<file path="src/rtl/core/adsr_pkg.sv">
package adsr_pkg;

    localparam int TIME_BITS_DEF = 24;
    localparam int GAIN_BITS_DEF = 16;
    localparam int LEN_RESET     = 48;

    typedef enum logic [1:0] {
        REG_ATTACK  = 2'd0,
        REG_DECAY   = 2'd1,
        REG_SUSTAIN = 2'd2,
        REG_RELEASE = 2'd3
    } t_reg;

    // sideband that travels with each word through the divider row
    typedef struct packed {
        logic valid;
        logic sub;
    } t_ctl;

endpackage

</file>
<file path="src/rtl/core/adsr_front.sv">
module adsr_front
    import adsr_pkg::*;
#(
    parameter int TIME_BITS = TIME_BITS_DEF,
    parameter int GAIN_BITS = GAIN_BITS_DEF
) (
    input  logic                    i_clk,
    input  logic                    i_rst_n,
    input  logic                    i_accept,
    input  logic signed [TIME_BITS:0] i_elapsed_time,
    input  logic [TIME_BITS-1:0]    i_note_length,
    input  logic [TIME_BITS-1:0]    i_attack_length,
    input  logic [TIME_BITS-1:0]    i_decay_length,
    input  logic [GAIN_BITS-1:0]    i_sustain_level,
    input  logic [TIME_BITS-1:0]    i_release_length,
    output t_ctl                    o_ctl,
    output logic [TIME_BITS-1:0]    o_rem,
    output logic [GAIN_BITS-2:0]    o_low,
    output logic [TIME_BITS-1:0]    o_den,
    output logic [GAIN_BITS-1:0]    o_base
);

    localparam int TB = TIME_BITS;
    localparam int GB = GAIN_BITS;
    localparam int QB = GAIN_BITS - 1;
    localparam logic [GB-1:0] UNITY = {1'b1, {(GB-1){1'b0}}};

    // stage 1: captured word
    logic          r1_v, r1_neg;
    logic [TB-1:0] r1_e, r1_held;
    // stage 2: past attack?
    logic          r2_v, r2_neg, r2_lta;
    logic [TB-1:0] r2_e, r2_d1, r2_held;
    // stage 3: past decay?
    logic          r3_v, r3_neg, r3_lta, r3_ltd;
    logic [TB-1:0] r3_e, r3_d1, r3_d2, r3_held;
    // stage 4: past sustain?
    logic          r4_v, r4_neg, r4_lta, r4_ltd, r4_ltl;
    logic [TB-1:0] r4_e, r4_d1, r4_d3;
    // stage 5: phase operands
    logic          r5_v, r5_sub;
    logic [TB-1:0] r5_x, r5_den;
    logic [GB-1:0] r5_g, r5_base;
    // stage 6: product
    logic            r6_v, r6_sub;
    logic [TB+QB-1:0] r6_n;
    logic [TB-1:0]   r6_den;
    logic [GB-1:0]   r6_base;

    logic [TB:0]    n_d1, n_d2, n_d3, n_d4;
    logic [TB-1:0]  n_x, n_den;
    logic [GB-1:0]  n_g, n_base;
    logic           n_sub;
    logic [TB+GB-1:0] n_prod;

    always_comb begin
        n_d1 = {1'b0, r1_e} - {1'b0, i_attack_length};
        n_d2 = {1'b0, r2_d1} - {1'b0, i_decay_length};
        n_d3 = {1'b0, r3_d2} - {1'b0, r3_held};
        n_d4 = {1'b0, r4_d3} - {1'b0, i_release_length};
        n_prod = {{GB{1'b0}}, r5_x} * {{TB{1'b0}}, r5_g};
    end

    // pick the ramp: the divider computes x*g/den, the output adds or subtracts it from base
    always_comb begin
        n_x    = '0;
        n_g    = '0;
        n_den  = TB'(1);
        n_base = '0;
        n_sub  = 1'b0;
        priority if (r4_neg) begin
            n_base = '0;
        end else if (r4_lta) begin
            n_x   = r4_e;
            n_g   = UNITY;
            n_den = i_attack_length;
        end else if (r4_ltd) begin
            n_x    = r4_d1;
            n_g    = UNITY - i_sustain_level;
            n_den  = i_decay_length;
            n_base = UNITY;
            n_sub  = 1'b1;
        end else if (r4_ltl) begin
            n_base = i_sustain_level;
        end else if (n_d4[TB]) begin
            n_x    = r4_d3;
            n_g    = i_sustain_level;
            n_den  = i_release_length;
            n_base = i_sustain_level;
            n_sub  = 1'b1;
        end else begin
            n_base = '0;
        end
    end

    always_ff @(posedge i_clk) begin
        if (!i_rst_n) begin
            r1_v <= 1'b0;
            r2_v <= 1'b0;
            r3_v <= 1'b0;
            r4_v <= 1'b0;
            r5_v <= 1'b0;
            r6_v <= 1'b0;
        end else begin
            r1_v <= i_accept;
            r2_v <= r1_v;
            r3_v <= r2_v;
            r4_v <= r3_v;
            r5_v <= r4_v;
            r6_v <= r5_v;
        end

        r1_neg  <= i_elapsed_time[TB];
        r1_e    <= i_elapsed_time[TB-1:0];
        r1_held <= i_note_length;

        r2_neg  <= r1_neg;
        r2_lta  <= n_d1[TB];
        r2_e    <= r1_e;
        r2_d1   <= n_d1[TB-1:0];
        r2_held <= r1_held;

        r3_neg  <= r2_neg;
        r3_lta  <= r2_lta;
        r3_ltd  <= n_d2[TB];
        r3_e    <= r2_e;
        r3_d1   <= r2_d1;
        r3_d2   <= n_d2[TB-1:0];
        r3_held <= r2_held;

        r4_neg <= r3_neg;
        r4_lta <= r3_lta;
        r4_ltd <= r3_ltd;
        r4_ltl <= n_d3[TB];
        r4_e   <= r3_e;
        r4_d1  <= r3_d1;
        r4_d3  <= n_d3[TB-1:0];

        r5_x    <= n_x;
        r5_g    <= n_g;
        r5_den  <= n_den;
        r5_base <= n_base;
        r5_sub  <= n_sub;

        r6_n    <= n_prod[TB+QB-1:0];
        r6_den  <= r5_den;
        r6_base <= r5_base;
        r6_sub  <= r5_sub;
    end

    assign o_ctl.valid = r6_v;
    assign o_ctl.sub   = r6_sub;
    assign o_rem       = r6_n[TB+QB-1:QB];
    assign o_low       = r6_n[QB-1:0];
    assign o_den       = r6_den;
    assign o_base      = r6_base;

endmodule

</file>
<file path="src/rtl/core/adsr_cell.sv">
module adsr_cell
    import adsr_pkg::*;
#(
    parameter int TIME_BITS = TIME_BITS_DEF,
    parameter int GAIN_BITS = GAIN_BITS_DEF
) (
    input  logic                 i_clk,
    input  logic                 i_rst_n,
    input  t_ctl                 i_ctl,
    input  logic [TIME_BITS-1:0] i_rem,
    input  logic [GAIN_BITS-2:0] i_low,
    input  logic [TIME_BITS-1:0] i_den,
    input  logic [GAIN_BITS-2:0] i_quo,
    input  logic [GAIN_BITS-1:0] i_base,
    output t_ctl                 o_ctl,
    output logic [TIME_BITS-1:0] o_rem,
    output logic [GAIN_BITS-2:0] o_low,
    output logic [TIME_BITS-1:0] o_den,
    output logic [GAIN_BITS-2:0] o_quo,
    output logic [GAIN_BITS-1:0] o_base
);

    localparam int TB = TIME_BITS;
    localparam int QB = GAIN_BITS - 1;

    logic [TB:0] n_trial, n_diff;
    logic        n_ge;

    // shift in the next dividend bit, subtract the divisor if it fits
    always_comb begin
        n_trial = {i_rem, i_low[QB-1]};
        n_diff  = n_trial - {1'b0, i_den};
        n_ge    = !n_diff[TB];
    end

    always_ff @(posedge i_clk) begin
        if (!i_rst_n) begin
            o_ctl <= '0;
        end else begin
            o_ctl <= i_ctl;
        end
        o_rem  <= n_ge ? n_diff[TB-1:0] : n_trial[TB-1:0];
        o_low  <= {i_low[QB-2:0], 1'b0};
        o_den  <= i_den;
        o_quo  <= {i_quo[QB-2:0], n_ge};
        o_base <= i_base;
    end

endmodule

</file>
<file path="src/rtl/core/adsr_envelope_gain.sv">
// Linear ADSR gain: takes one word per clock (busy stays low) and drives its
// gain with an o_valid strobe, one strobe per word, in order. Six register
// stages go to the capture, the phase compares and the ramp multiply,
// GAIN_BITS-1 to the row of divider cells (one quotient bit per cell), one to
// the output register. The result strobe cannot be held off; capture it on the
// cycle it appears. Config writes are taken every cycle but must only come
// while no word is in flight.
module adsr_envelope_gain
    import adsr_pkg::*;
#(
    parameter int TIME_BITS = TIME_BITS_DEF,
    parameter int GAIN_BITS = GAIN_BITS_DEF
) (
    input  logic                      i_clk,
    input  logic                      i_rst_n,
    input  logic                      start,
    output logic                      busy,
    input  logic signed [TIME_BITS:0] i_elapsed_time,
    input  logic [TIME_BITS-1:0]      i_note_length,
    output logic                      o_valid,
    output logic [GAIN_BITS-1:0]      o_gain,
    input  logic                      i_cfg_valid,
    output logic                      o_cfg_ready,
    input  logic [1:0]                i_cfg_index,
    input  logic [((TIME_BITS > GAIN_BITS) ? TIME_BITS : GAIN_BITS)-1:0] i_cfg_data
);

    localparam int TB  = TIME_BITS;
    localparam int GB  = GAIN_BITS;
    localparam int QB  = GAIN_BITS - 1;
    localparam int LAT = QB + 7;
    localparam logic [GB-1:0] UNITY = {1'b1, {(GB-1){1'b0}}};

    logic [TB-1:0] r_attack, r_decay, r_release;
    logic [GB-1:0] r_sustain;
    logic [GB-1:0] n_sus_in;

    assign busy        = 1'b0;
    assign o_cfg_ready = 1'b1;
    assign n_sus_in    = i_cfg_data[GB-1:0];

    always_ff @(posedge i_clk) begin
        if (!i_rst_n) begin
            r_attack  <= TB'(LEN_RESET);
            r_decay   <= TB'(LEN_RESET);
            r_sustain <= UNITY;
            r_release <= TB'(LEN_RESET);
        end else if (i_cfg_valid && o_cfg_ready) begin
            unique case (t_reg'(i_cfg_index))
                REG_ATTACK:  r_attack  <= i_cfg_data[TB-1:0];
                REG_DECAY:   r_decay   <= i_cfg_data[TB-1:0];
                REG_SUSTAIN: r_sustain <= (n_sus_in > UNITY) ? UNITY : n_sus_in;
                REG_RELEASE: r_release <= i_cfg_data[TB-1:0];
            endcase
        end
    end

    t_ctl          w_ctl  [0:QB];
    logic [TB-1:0] w_rem  [0:QB];
    logic [QB-1:0] w_low  [0:QB];
    logic [TB-1:0] w_den  [0:QB];
    logic [QB-1:0] w_quo  [0:QB];
    logic [GB-1:0] w_base [0:QB];

    adsr_front #(
        .TIME_BITS(TIME_BITS),
        .GAIN_BITS(GAIN_BITS)
    ) u_front (
        .i_clk           (i_clk),
        .i_rst_n         (i_rst_n),
        .i_accept        (start && !busy),
        .i_elapsed_time  (i_elapsed_time),
        .i_note_length   (i_note_length),
        .i_attack_length (r_attack),
        .i_decay_length  (r_decay),
        .i_sustain_level (r_sustain),
        .i_release_length(r_release),
        .o_ctl           (w_ctl[0]),
        .o_rem           (w_rem[0]),
        .o_low           (w_low[0]),
        .o_den           (w_den[0]),
        .o_base          (w_base[0])
    );

    assign w_quo[0] = '0;

    for (genvar k = 0; k < QB; k++) begin : g_cell
        adsr_cell #(
            .TIME_BITS(TIME_BITS),
            .GAIN_BITS(GAIN_BITS)
        ) u_cell (
            .i_clk  (i_clk),
            .i_rst_n(i_rst_n),
            .i_ctl  (w_ctl[k]),
            .i_rem  (w_rem[k]),
            .i_low  (w_low[k]),
            .i_den  (w_den[k]),
            .i_quo  (w_quo[k]),
            .i_base (w_base[k]),
            .o_ctl  (w_ctl[k+1]),
            .o_rem  (w_rem[k+1]),
            .o_low  (w_low[k+1]),
            .o_den  (w_den[k+1]),
            .o_quo  (w_quo[k+1]),
            .o_base (w_base[k+1])
        );
    end

    logic [GB-1:0] n_gain;
    logic          r_valid;
    logic [GB-1:0] r_gain;

    // apply the ramp step to the phase's starting level
    assign n_gain = w_ctl[QB].sub ? (w_base[QB] - {1'b0, w_quo[QB]})
                                  : (w_base[QB] + {1'b0, w_quo[QB]});

    always_ff @(posedge i_clk) begin
        if (!i_rst_n) begin
            r_valid <= 1'b0;
        end else begin
            r_valid <= w_ctl[QB].valid;
        end
        r_gain <= n_gain;
    end

    assign o_valid = r_valid;
    assign o_gain  = r_gain;

`ifndef NO_ASSERTIONS
    a_sustain_sat: assert property (@(posedge i_clk) disable iff (!i_rst_n)
        r_sustain <= UNITY)
        else $error("sustain level above unity");

    a_rem_below_den: assert property (@(posedge i_clk) disable iff (!i_rst_n)
        w_ctl[0].valid |-> (w_rem[0] < w_den[0]))
        else $error("divider entry remainder not below divisor");

    a_gain_range: assert property (@(posedge i_clk) disable iff (!i_rst_n)
        o_valid |-> (o_gain <= UNITY))
        else $error("gain above unity");

    a_latency: assert property (@(posedge i_clk) disable iff (!i_rst_n)
        o_valid |-> $past(start && !busy, LAT))
        else $error("result without a word accepted at the pipeline depth");
`endif

endmodule

</file>
<file path="config.mk">
export PLATFORM = sky130hd
export DESIGN_NAME = adsr_envelope_gain
export DESIGN_NICKNAME = d
export VERILOG_FILES = /design/src/rtl/core/adsr_pkg.sv /design/src/rtl/core/adsr_front.sv /design/src/rtl/core/adsr_cell.sv /design/src/rtl/core/adsr_envelope_gain.sv
export SDC_FILE = /design/constraint.sdc
export NUM_CORES = 2
export LEC_CHECK = 0
export BUFFER_PORTS_ARGS = -buffer_cell sky130_fd_sc_hd__buf_4
export CORE_ASPECT_RATIO = 0.75
export CORE_MARGIN = 1
export CORE_UTILIZATION = 65
export CTS_BUF_LIST = sky130_fd_sc_hd__clkbuf_4 sky130_fd_sc_hd__clkbuf_8
export DETAILED_ROUTE_END_ITERATION = 6
export PLACE_DENSITY_LB_ADDON = 0.15
export SLEW_MARGIN = 0
export SYNTH_ARGS = -nofsm -noshare
export SYNTH_HDL_FRONTEND = slang
export SYNTH_SLANG_ARGS = --single-unit
</file>
<file path="constraint.sdc">
create_clock -name i_clk -period 8 [get_ports i_clk]
set_clock_uncertainty 0.05 [all_clocks]
set_input_delay 0 -clock i_clk [delete_from_list [all_inputs] [get_ports i_clk]]
set_output_delay 0 -clock i_clk [all_outputs]
set_load 0.005 [all_outputs]
</file>
Word level (Yosys, flattened, before mapping)
Cells that the tools add are included.
Operators by class
  multiply operators: 1
  $lt $le $gt $ge: 1
  reductions and logical operators: 22
  equal/unequal tests: 3
  mux-type cells: 33
  add/subtract/negate cells: 22
Operators by type and width (number)
  two-way mux 24 bit: 22
  subtractor 25 x 24 -> 25 bit: 15
  two-way mux 16 bit: 8
  subtractor 24 x 24 -> 25 bit: 4
  multiplier 24 x 16 -> 39 bit: 1
  adder 16 x 15 -> 16 bit: 1
  > comparator 16 bit (second input constant): 1
  subtractor 16 x 15 -> 16 bit: 1
  subtractor 16 bit (first input constant): 1
  logical NOT 1 bit: 15
  AND reduction 2 bit: 4
  == test 2 bit (second input constant): 2
  two-way mux 1 bit: 3
  OR reduction 3 bit: 1
  == test 2 x 1 -> 1 bit (second input constant): 1
  logical NOT 2 bit: 1
  OR reduction 2 bit: 1
Word-level totals
  flip-flop bits (word level): 1737
  input bits: 79
  logic and storage cells: 229
  output and inout port bits: 19

Depth between registers and ports, before layout
  word-level depth: 5
  depth in mapped cells: 25
  mapped depth without buffers: 24

Modules after synthesis
Synthesis repeated with hierarchy kept, for this count alone.
Unflattened totals
  cells, all modules: 8352
  area, all modules: 88408.5 um^2
Modules (own cells, without submodules)
  adsr_front: cells each 2745, times used 1, area each 27371.3 um^2
  adsr_cell (g_cell[10].u_cell ...): cells each 334, times used 7, area each 3741.1 um^2
  adsr_cell (g_cell[0].u_cell ...): cells each 333, times used 6, area each 3751.1 um^2
  adsr_cell (g_cell[8].u_cell ...): cells each 355, times used 2, area each 3807.4 um^2
  adsr_envelope_gain: cells each 561, times used 1, area each 4728.3 um^2

Least setup slack after synthesis
Ideal clock, no wire load.
  path kind: flip-flop to flip-flop
  start point: register u_front.r5_x[14]
  end point: register u_front.r6_n[35]
  period minus slack after synthesis: 6506 ps
  setup time: 72 ps
  arrival: 6384 ps
  cell stages (with the launch flop): 25
  path slack: 1494 ps
  path through: dfxtp_1 clkbuf_1 nand2_1 fa_1 inv_1 fa_1 inv_1 fa_1 inv_1 fa_1 fa_1 inv_1 fa_1 inv_1 ha_1 a21o_1 a21o_1 a21oi_1 o21ai_0 a221oi_1 o21ai_0 o311ai_0 nor3_1 o41ai_1 xnor2_1
On the way
  word-level cells in the longest chain between the ends: 1
Ends and longest elaborated chain
  from (decl): line adsr_front.sv:42  | logic [TB-1:0] r5_x, r5_den;
  from (signal assigned): line adsr_front.sv:139  | r5_x <= n_x;
  multiplier 24 x 16 -> 39 bit: line adsr_front.sv:61  | n_prod = {{GB{1'b0}}, r5_x} * {{TB{1'b0}}, r5_g};
  net u_front.n_prod[35]: line adsr_front.sv:54  | logic [TB+GB-1:0] n_prod;
  to (signal assigned): line adsr_front.sv:145  | r6_n <= n_prod[TB+QB-1:0];
  to (decl): line adsr_front.sv:46  | logic [TB+QB-1:0] r6_n;
The timed path passes the listed nets, and every way through them passes these cells.
A chain may end at the register's enable or synchronous reset.

Worst setup path in the final report
  start point: register u_front.r5_g[1]
  end point: register u_front.r6_n[38]
On the way
  word-level cells in the longest chain between the ends: 1
Ends and longest elaborated chain
  from (decl): line adsr_front.sv:43  | logic [GB-1:0] r5_g, r5_base;
  from (signal assigned): line adsr_front.sv:140  | r5_g <= n_g;
  multiplier 24 x 16 -> 39 bit: line adsr_front.sv:61
  net u_front.n_prod[38]: line adsr_front.sv:54
The timed path passes the listed nets, and every way through them passes these cells.

==> summary.md <==
| Metric | Value |
|---|---|
| Status | `completed` |
| Gr usage total | `a little under a third` |
| FF-to-FF setup slack | `approximately 640 ps` |
| Placed Cells | `just under 9000` |
| Drc violations | `0` |
| Crit Path Max Fanout | `24` |
| Top-Level Pins | `98` |
| Mapped cell area | `between 70000 and 80000 um2` |
| Drt total wl | `179 mm` |
| Worst-case clock buffer depth | `3` |
| Worst hold path class | `primary input to flip-flop` |
| Leakage | `~37 nW` |
| Critical Path Slowest Stage Cell | `dfxtp_1` |
| Fin cells | `around 9500` |
| Initial Util | `roughly two thirds` |
| Final Hold Fails | `0` |
| Number of enable flip-flop cells after synthesis | `0` |
| Worst hold path depth | `3` |
| Reg2reg path depth | `20` |
| Kind of critical path | `flip-flop to flip-flop` |
| Crit path arrival time | `slightly above 8000 ps` |
| Via-to-Cell Ratio | `roughly 5.5` |
| Unrepaired setup endpoints after global routing | `no` |
| Die Ht | `299 um` |
| Setup TNS | `0 ps` |
| Slew Limit Fails | `0` |
| CTS Buf Count | `237` |
| Measured slew at the worst slew-check pin | `approximately 1100 ps` |
| HPWL after DPL | `129 mm` |
| Num rows | `108` |
| WL/cell | `18.9 um` |
| Ys async rst share | `0%` |
| Endpoint, Worst Hold | `u_front.r1_e[7]$_DFF_P_` |
| CP max stage delay | `940 ps` |
| FF-to-FF End | `u_front.r6_n[38]$_DFF_P_` |
| Drt pass-1 iters | `6` |
| Full die area | `119000 um2` |
| CP required | `about 8800 ps` |
| Synth unique cells | `94` |
| TritonCTS clock tree | `yes` |
| Register area share after synthesis | `roughly 46%` |
| Gate Count Post-Synth | `7345` |
| Cell Pwr Density | `~400 nW/um2` |
| Max-cap check violation count | `0` |
| Core box area | `116000 um2` |
| Synth warnings | `0` |
| Total grt overflow | `0` |
| Post-layout min period | `about 7400 ps` |
| Prevailing post-synth register cell | `dfxtp_1` |
| Vias in the first global route | `between 50000 and 60000` |
| Endpoint type of the worst setup path | `flip-flop` |
| H-tree Lvls | `4` |
| Setup crit start kind | `flip-flop` |
| Share of cells above drive strength 1 | `a little under an eighth` |
| Area Growth Syn to Fin | `12.4%` |
| Avg Inst Size Synth | `between 10 and 15 um2` |
| Root Driver | `clkbuf_8` |
| Commonest cells after routing, fill and taps aside | `dfxtp_1, inv_1, ha_1, nand2_1, fa_1` |
| Vias | `approximately 52000` |
| Layout net count | `approximately 8700` |
| Die Wd | `about 400 um` |
| Peak supply drop | `~0.27 mV` |
| CTS resizes | `0` |
| Routability Congestion | `0.902` |
| Worst min-delay path startpoint | `i_elapsed_time[7]` |
| Total nets after synthesis | `around 8300` |
| IO Port Bufs | `95` |
| Fmax | `about 140 MHz` |
| CTS sink count | `around 1700` |
| Pin count of the biggest net entering global routing | `between 100 and 150` |
| First-pass GRT wire length | `283 mm` |
| Worst reg2reg path startpoint | `u_front.r5_g[1]$_SDFF_PP0_` |
| Rel. slew slack | `a little over a fifth` |
| #FFs+latches synth | `approximately 1700` |
| Worst-path clk slew | `80 ps` |
| Antenna viol nets, final | `0` |
| Most common cell on crit path | `fa_1` |
| Fin crit share | `between 90% and 100%` |
| Clock latency on the worst-skew pair | `about 1000 ps` |
| Initial antenna violation count | `5` |
| Setup Viol. Count Final | `0` |
| Cell Chain, Critical Path | `nand2_1 -> fa_1 -> fa_1 -> fa_1 -> inv_1 -> fa_1 -> fa_1 -> inv_1 -> fa_1 -> inv_1 -> ha_1 -> a21o_1 -> a211oi_1 -> a21bo_2 -> o211a_1 -> or3_1 -> a21o_1 -> a31o_2 -> a211o_1 -> xnor2_1` |
| Most common cell after layout, fill and taps aside | `dfxtp_1` |
| DR iter-0 viols | `3543` |
## synthesized netlist by cell type, types with 31 or more instances
cell type | count | area share [%]
dfxtp_1 | 1737 | 46
inv_1 | 951 | 4.7
ha_1 | 579 | 9.5
nand2_1 | 534 | 2.6
fa_1 | 323 | 8.5
a21oi_1 | 314 | 2.1
xnor2_1 | 287 | 3.3
nor2_1 | 278 | 1.4
and2_1 | 244 | 2.0
mux2_2 | 240 | 3.5
o21ai_0 | 220 | 1.4
a21o_1 | 208 | 2.0
clkbuf_1 | 128 | 0.63
xor2_1 | 108 | 1.2
nor2b_1 | 92 | 0.75
nor3_1 | 90 | 0.59
a21boi_0 | 84 | 0.83
o21a_1 | 84 | 0.83
nand3_1 | 82 | 0.54
nand2b_1 | 61 | 0.50
a22o_1 | 54 | 0.62
a31oi_1 | 49 | 0.40
mux2i_1 | 39 | 0.51
and3_1 | 35 | 0.29
or3_1 | 32 | 0.26
a211oi_1 | 31 | 0.30
## through the flow
stage | util [%] | setup WS [ps] | power [mW] | instance area (um2) | hold WS, ps
2_1_floorplan | - | 1490 | 23.4 | 76300 | -22.3
3_3_place_gp | 67.8 | 819 | 26.5 | 78600 | 54.6
3_5_place_dp | 67.8 | 718 | 26.9 | 78600 | 55.6
4_1_cts | 73.9 | 702 | 34.6 | 85800 | 64.1
5_1_grt | 73.9 | 301 | 36.7 | 85800 | 130
6_report | 73.9 | 641 | 34.6 | 85800 | 145
## how the worst max path moves through the flow
stage,start,end,slack [ps],cells after the start
4_1_cts,u_front.r5_g[1]$_SDFF_PP0_,u_front.r6_n[38]$_DFF_P_,700,20
6_report,u_front.r5_g[1]$_SDFF_PP0_,u_front.r6_n[38]$_DFF_P_,640,20
3_5_place_dp,u_front.r5_g[1]$_SDFF_PP0_,u_front.r6_n[38]$_DFF_P_,720,20
2_1_floorplan,u_front.r5_x[14]$_SDFF_PP0_,u_front.r6_n[35]$_DFF_P_,1490,24
3_3_place_gp,u_front.r5_g[1]$_SDFF_PP0_,u_front.r6_n[38]$_DFF_P_,820,20
5_1_grt,u_front.r5_g[1]$_SDFF_PP0_,u_front.r6_n[35]$_DFF_P_,300,24
## kinds of logic (layout without fill, tap and decap cells)
family / after synthesis / in the layout / share of synthesized area, %
AND/OR/NAND/NOR: 1554 / 1554 / 9.92
buffers and inverters: 1116 / 1704 / 5.61
XOR/XNOR: 397 / 397 / 4.57
multiplexers: 313 / 313 / 4.64
adder cells (fa/ha/maj): 902 / 902 / 18.0
other: 2 / 6 / 0.00984
AO/OA/AOI/OAI: 1324 / 1324 / 11.7
flip-flops: 1737 / 1737 / 45.6
## registers in the layout, indices dropped and copies added (netlist names), 30 cells and up
signal / cells
g_cell.u_cell.o_den: 336
g_cell.u_cell.o_rem: 336
g_cell.u_cell.o_base: 240
g_cell.u_cell.o_quo: 120
g_cell.u_cell.o_low: 105
u_front.r6_n: 39
g_cell.u_cell.o_ctl: 30
## critical path, delay by kind of cell (launching register included)
family	cells	cell delay, ps
adders and majority gates	7	3460
AOI/OAI and AO/OA	7	1950
DFF	1	940
and+or+nand+nor	2	540
buffers and inverters	3	170
xor gates and xnor gates	1	120
## report_power, final
group	switching (mW)	internal [mW]	leakage, nW
clock	3.40	4.06	2.89
combinational	8.03	7.38	20.1
sequential	1.12	10.6	14.3
## cell type report
type	count	area (um2)
Inverter	953	3580
Clock inverter	78	778
Sequential cell	1737	34800
Multi-Input combinational cell	4492	37400
Antenna cell	4	10.0
Timing Repair Buffer	308	2750
Clock buffer	365	4640
Fill cell	8015	30200
Tap cell	1540	1930
## timing repair
item / CTS / global route
endpoints found under the hold margin: 174 / 0
setup buffers: 0 / 0
hold buffers: 175 / 0
## metal layers
layer	GRT usage (%)	vias up	wire length, um
li1	-	25251	-
met1	36.6	24948	74700
met2	52.7	1553	87600
met3	5.43	397	10400
met4	12.7	6	6640
met5	0	-	38
Power figures use the tool's default switching activity.
